**config.mk**
```make
export PLATFORM = sky130hd
export DESIGN_NAME = lvc_mac
export DESIGN_NICKNAME = d
export VERILOG_FILES = /design/src/hdl/layered_viewport_compositor_defines.svh /design/src/hdl/lvc_pkg.sv /design/src/hdl/lvc_mac.sv
export SDC_FILE = /design/constraint.sdc
export NUM_CORES = 1
export LEC_CHECK = 0
export BUFFER_PORTS_ARGS = -buffer_cell sky130_fd_sc_hd__buf_2
export CORE_MARGIN = 2
export CORE_UTILIZATION = 43
export DETAILED_ROUTE_END_ITERATION = 7
export REMOVE_ABC_BUFFERS = 1
export SLEW_MARGIN = 20
export SYNTH_ARGS = -nofsm -noshare
export SYNTH_HDL_FRONTEND = slang
export SYNTH_SLANG_ARGS = --single-unit
```
**constraint.sdc**
```tcl
create_clock -name vclk -period 5.45
set_input_delay 0.545 -clock vclk [all_inputs]
set_output_delay 0.545 -clock vclk [all_outputs]
set_load 0.005 [all_outputs]
```
**src/hdl/layered_viewport_compositor_defines.svh**
```systemverilog
// Assertion helpers used by the compositor top module.
`ifndef LAYERED_VIEWPORT_COMPOSITOR_DEFINES_SVH
`define LAYERED_VIEWPORT_COMPOSITOR_DEFINES_SVH

// Same-cycle implication, held off while reset is high.
`define LVC_ASSERT_IMP(name, clk, rst, ante, cons) \
  name: assert property (@(posedge clk) disable iff (rst) (ante) |-> (cons)) \
    else $error("layered viewport compositor: same-cycle check failed");

// Next-cycle implication, held off while reset is high.
`define LVC_ASSERT_NEXT(name, clk, rst, ante, cons) \
  name: assert property (@(posedge clk) disable iff (rst) (ante) |=> (cons)) \
    else $error("layered viewport compositor: next-cycle check failed");

`endif

```
**src/hdl/lvc_pkg.sv**
```systemverilog
package lvc_pkg;

  // Item kinds carried on s_tuser
  localparam logic [1:0] OP_WRITE  = 2'd0;
  localparam logic [1:0] OP_CLEAR  = 2'd1;
  localparam logic [1:0] OP_RENDER = 2'd2;

  // Configuration register indexes
  localparam logic [2:0] REG_FIELD_WIDTH  = 3'd0;
  localparam logic [2:0] REG_FIELD_HEIGHT = 3'd1;
  localparam logic [2:0] REG_LAYER_COUNT  = 3'd2;
  localparam logic [2:0] REG_TRANSPARENT  = 3'd3;
  localparam logic [2:0] REG_CLEAR_COLOR  = 3'd4;

  // Register reset values before clamping to the store geometry
  localparam int FIELD_WIDTH_RESET  = 128;
  localparam int FIELD_HEIGHT_RESET = 72;
  localparam int LAYER_COUNT_RESET  = 1;
  localparam logic [15:0] TRANSPARENT_RESET = 16'd0;
  localparam logic [15:0] CLEAR_COLOR_RESET = 16'd240;

  // Input tdata layout, lowest bit first
  localparam int IN_TDATA_W   = 96;
  localparam int OFS_INDEX    = 0;
  localparam int OFS_COLOR    = 16;
  localparam int OFS_STATIC   = 32;
  localparam int OFS_SCREEN_X = 33;
  localparam int OFS_SCREEN_Y = 42;
  localparam int OFS_ORIGIN_X = 51;
  localparam int OFS_ORIGIN_Y = 62;
  localparam int OFS_COLOR_IN = 73;

  // Shared multiply-add unit: p = a * b + c
  localparam int MAC_A_W = 16;
  localparam int MAC_B_W = 8;
  localparam int MAC_C_W = 24;
  localparam int MAC_P_W = 25;

  typedef enum logic [8:0] {
    ST_INIT   = 9'b000000001,
    ST_IDLE   = 9'b000000010,
    ST_WRITE  = 9'b000000100,
    ST_CANVAS = 9'b000001000,
    ST_LIMIT  = 9'b000010000,
    ST_CLEAR  = 9'b000100000,
    ST_BASE   = 9'b001000000,
    ST_LAYER  = 9'b010000000,
    ST_EMIT   = 9'b100000000
  } lvc_state_t;

  typedef struct packed {
    logic color_we;
    logic static_we;
    logic color_re;
    logic static_re;
  } lvc_store_ctrl_t;

endpackage

```
**src/hdl/lvc_mac.sv**
```systemverilog
module lvc_mac import lvc_pkg::*; (
  input  logic [MAC_A_W-1:0] a,
  input  logic [MAC_B_W-1:0] b,
  input  logic [MAC_C_W-1:0] c,
  output logic [MAC_P_W-1:0] p
);

  logic [MAC_A_W+MAC_B_W-1:0] prod;

  assign prod = a * b;
  assign p    = MAC_P_W'(prod) + MAC_P_W'(c);

endmodule

```
==> results of run 1 <==
==> cells in the final DEF (no fill, tap or decap), types with 2 or more instances in the layout <==
master / netlist / routed
xor2_1: 3 / 3
nor2b_1: 4 / 4
a21oi_2: 1 / 2
buf_2: 2 / 68
nand3_1: 6 / 6
fa_1: 107 / 107
o21bai_1: 5 / 5
and3_1: 4 / 4
xnor2_1: 10 / 10
nor3_1: 5 / 4
ha_2: 0 / 3
and2_1: 83 / 83
nand2b_1: 4 / 4
clkbuf_4: 0 / 3
nand2_1: 59 / 59
a21oi_1: 18 / 16
a211oi_2: 1 / 2
a211oi_1: 5 / 4
mux2i_1: 3 / 3
a21o_1: 8 / 8
buf_4: 0 / 8
nor2_1: 13 / 13
a31oi_1: 3 / 2
ha_1: 44 / 41
inv_1: 162 / 162
o21ai_0: 10 / 9
nand4_1: 4 / 4
==> final timing paths <==
check / from / slack [ps] / cells past startpoint / end
min: c[0] / 1380 / 3 / p[0]
max: b[0] / 220 / 17 / p[18]
==> power breakdown <==
group | switching, mW | internal (mW) | total [mW]
Combinational | 1.72 | 1.41 | 3.14
Clock | 0 | 0 | 0
Sequential | 0 | 0 | 0
Total | 1.72 | 1.41 | 3.14
==> per-layer routing <==
layer	GRT usage [%]	up-vias	routed length [um]
li1	-	1919	-
met1	23.9	2062	4580
met2	40.5	110	6420
met3	0.925	22	448
met5	0	-	0
met4	2.96	0	206
==> final cells by class <==
class | count | area [um^2]
repair buffers | 79 | 423
fillers | 1128 | 5800
well taps | 143 | 179
inverters | 162 | 608
multi-input cells | 420 | 4360
==> through the flow <==
stage                     instances  instance area (um^2)
after floorplan                 582                  4910
after global placement          804                  5500
after detailed placement        804                  5500
after CTS                       804                  5500
after global routing            804                  5570
final                           804                  5570
==> worst max-delay path: cells and delay by family <==
| family | cells | cell delay [ps] |
|---|---|---|
| adder cells (fa/ha/maj) | 5 | 2330 |
| AO/OA/AOI/OAI | 4 | 900 |
| buffers and inverters | 5 | 500 |
| AND/OR/NAND/NOR | 2 | 230 |
| XOR/XNOR | 1 | 160 |
==> kinds of logic after synthesis <==
family | synth area share [%]
xor+xnor | 2.29
fa+ha+maj | 54.1
buf+inv | 13.5
compound gates | 9.12
simple gates | 20.4
mux | 0.603
==> repair_timing <==
item                                    CTS  global route
resized for setup                         0            21
setup buffers                             0             0
endpoints found under the setup margin    0            11
==> flow_metrics.tcl, run 1 <==
set metrics [dict create \
    period_needed_ps 5230 \
    ctsHoldBuffers 0 \
    rows 39 \
    power_mw 3.14 \
    slowest_stage "fa_1" \
    cp.required_ps 4910 \
    crit_chain "buf_4 > nand2_1 > fa_1 > inv_1 > fa_1 > inv_1 > fa_1 > fa_1 > inv_1 > ha_1 > a21o_1 > a21oi_1 > a21o_1 > nand2_1 > a211oi_2 > xnor2_1 > buf_2" \
    power.leakage_nw 3.04 \
    drt-initial-drc-count 157 \
    hpwl_mm 9.93 \
    relSlewSlack_pct 66.6 \
    die_h_um 112 \
    seq_cells 0 \
    grt_max_degree 17 \
    route.detailed.drc 0 \
    synth.most_common_cell "inv_1" \
    vdd.ir_drop.worst_mv 0.331 \
    pre_cts_slack_ps 74.8 \
    yosys_warnings 0 \
    grt.overflow.total 0 \
    hold_path_class "in -> out" \
    area_growth_pct 11.8 \
    synth_area_leader_cell "fa_1" \
    start_util_pct 43.8 \
    routed_wl_mm 11.7 \
    postRouteAntennaNets 0 \
    gp_congestion 0.853 \
    cellPowerDensity_nw_per_um2 563 \
    max-cap-violations 0 \
    synth_cells 598 \
    core_area_um2 11400 \
    dr.pass1.iters 4 \
    track_usage_pct 20.1 \
    path_class "in -> out" \
    grt_first_pass_wirelength_mm 20.7 \
    first_global_vias 4546 \
    antenna_cells 0 \
    start_kind "primary input" \
    finalCritPeriodShare_pct 95.9 \
    status "finished, final reports clean" \
    syn_area_per_cell_um2 8.33 \
    wire_per_inst_um 14.5 \
    cpMostUsedCell "fa_1" \
    synth_cell_types 45 \
    ios 73 \
    via_per_inst 5.12 \
    antenna_found_initial 0 \
    synth_top_cell_area_share_pct 43.0 \
    rsz0062_at_grt "no" \
    portBuffers 73 \
    finish.utilization_pct 49.0 \
    netlist_area_um2 4980 \
    whs_ps 1380 \
    synth_common_cells "inv_1 (162), fa_1 (107), and2_1 (83)" \
    setup-violations-final 0 \
    ys_top_cells_by_area "fa_1 (43%), inv_1 (12%), ha_1 (11%), and2_1 (10%), nand2_1 (4.4%)" \
    final_max_slew_viol_count 0 \
    nNetsFinal 862 \
    cp_max_fo 16 \
    endpoint_kind "output pin" \
    cp.arrival_ps 4680 \
    max_freq_mhz 191 \
    clockBufferCount 0 \
    tightest_slew_ps 496 \
    num_vias 4113 \
    die_area_um2 12500 \
    critPathMaxStageDelay_ps 510 \
    yosysSeqAreaShare_pct 0 \
    seq_area_um2 0 \
    hold_viol_final 0 \
    tns_ps 0 \
    die_w_um 112 \
    drive_above_1_share_pct 14.8 \
    fin_ws_ps 224 \
]
Note: power is estimated with default switching activity, not from simulation.
==> run 2: changes to the inputs <==
CORE_UTILIZATION = 35   (was 43)
==> run 2 against run 1 <==
Net effect:
- routed wire length is 4.5% higher
- total power is 5.6% higher
- critical path type unchanged
- critical endpoint is now p[16]
- critical path depth stayed put
- cell count is 4.7% higher
- worst setup slack worse by 65 ps
- hold slack worse by 1.7 ps
- largest power group unchanged
- maximum frequency is 1.2% lower
- sequential cell count stayed put
==> flow_metrics.tcl, run 2 (synthesized netlist as in run 1, its figures left out) <==
set metrics [dict create \
    drt-initial-drc-count 144 \
    slowest_stage "fa_1" \
    fin_ws_ps 160 \
    critPathMaxStageDelay_ps 550 \
    route.detailed.drc 0 \
    vdd.ir_drop.worst_mv 0.328 \
    endpoint_kind "output pin" \
    grt.overflow.total 0 \
    start_kind "primary input" \
    cellPowerDensity_nw_per_um2 585 \
    power.leakage_nw 3.05 \
    final_max_slew_viol_count 0 \
    setup-violations-final 0 \
    grt_first_pass_wirelength_mm 20.8 \
    hpwl_mm 10.5 \
    postLayoutCellArea_um2 5660 \
    die_h_um 123 \
    tns_ps 0 \
    rows 43 \
    routed_wl_mm 12.2 \
    worst-path-buf-inv 6 \
    crit_chain "clkbuf_4 > nand2_1 > fa_1 > inv_1 > fa_1 > fa_1 > inv_1 > fa_1 > inv_1 > ha_1 > a21oi_1 > o22ai_2 > nor3_2 > a21oi_4 > buf_4 > a211o_1 > buf_2" \
    finalCritPeriodShare_pct 97.1 \
    postPlaceCellArea_um2 5550 \
    hold_path_class "in -> out" \
    final_common_cell "inv_1" \
    path_class "in -> out" \
    ios 73 \
    relSlewSlack_pct 69.9 \
    first_global_vias 4449 \
    clockBufferCount 0 \
    wire_per_inst_um 14.5 \
    start_util_pct 35.9 \
    max-cap-violations 0 \
    num_vias 4047 \
    cp.required_ps 4910 \
    final_cell_mix "inv_1 (162), fa_1 (107), and2_1 (83), buf_2 (65), nand2_1 (59)" \
    nNetsFinal 863 \
    cp.arrival_ps 4750 \
    critical-path-top-delay-family "adder cells" \
    die_area_um2 15200 \
    cp_max_fo 16 \
    final_cells 842 \
    antenna_cells 0 \
    gp_congestion 0.853 \
    area_growth_pct 13.6 \
    status "finished, final reports clean" \
    antenna_found_initial 0 \
    max_freq_mhz 189 \
    ctsHoldBuffers 0 \
    seq_area_um2 0 \
    seq_cells 0 \
    postRouteAntennaNets 0 \
    hold_viol_final 0 \
    drive_above_1_share_pct 15.4 \
    dp_cells 841 \
    portBuffers 73 \
    grt_max_degree 17 \
    die_w_um 123 \
    cpMostUsedCell "fa_1" \
    period_needed_ps 5290 \
    core_area_um2 13900 \
    via_per_inst 4.81 \
    tightest_slew_ps 447 \
    pre_cts_slack_ps 63.4 \
    track_usage_pct 16.9 \
    whs_ps 1380 \
    dr.pass1.iters 4 \
]
run 2: metal layers:
| metal | global-route usage [%] | share of wire (%) |
|---|---|---|
| met3 | 0.784 | 3.3 |
| met1 | 22.3 | 43 |
| met5 | 0 | 0 |
| met2 | 32.1 | 53 |
| met4 | 0.284 | 0.34 |
run 2: layout make-up:
class              count  area [um^2]
multi-input cells    420         4390
fillers             1476         8220
repair buffers        80          438
inverters            162          608
well taps            180          225
run 2: path summary, 6_finish.rpt:
kind / startpoint / to / cells after the start
worst max-delay path: b[2] / p[16] / 17
worst min-delay path: c[0] / p[0] / 3
run 2: per-stage QoR:
stage | util, % | total power [mW]
6_report | 40.8 | 3.31
5_1_grt | 40.8 | 3.72
4_1_cts | 40.0 | 3.17
3_5_place_dp | 40.0 | 3.15
3_3_place_gp | 40.0 | 3.10
2_1_floorplan | - | 2.09
run 2: timing repair:
item,4_1_cts,5_1_grt
resized for setup,0,25
setup buffers,0,1
setup endpoints to repair,0,11
run 2: where the power goes:
part | leakage (nW) | internal (mW) | switching, mW
clock network | 0 | 0 | 0
logic | 3.05 | 1.47 | 1.84
registers | 0 | 0 | 0
run 2: tightest hold or removal path: cells and delay by family:
| kind | cells | cell delay (ps) |
|---|---|---|
| adders and majority gates | 1 | 110 |
| buffers and inverters | 2 | 180 |
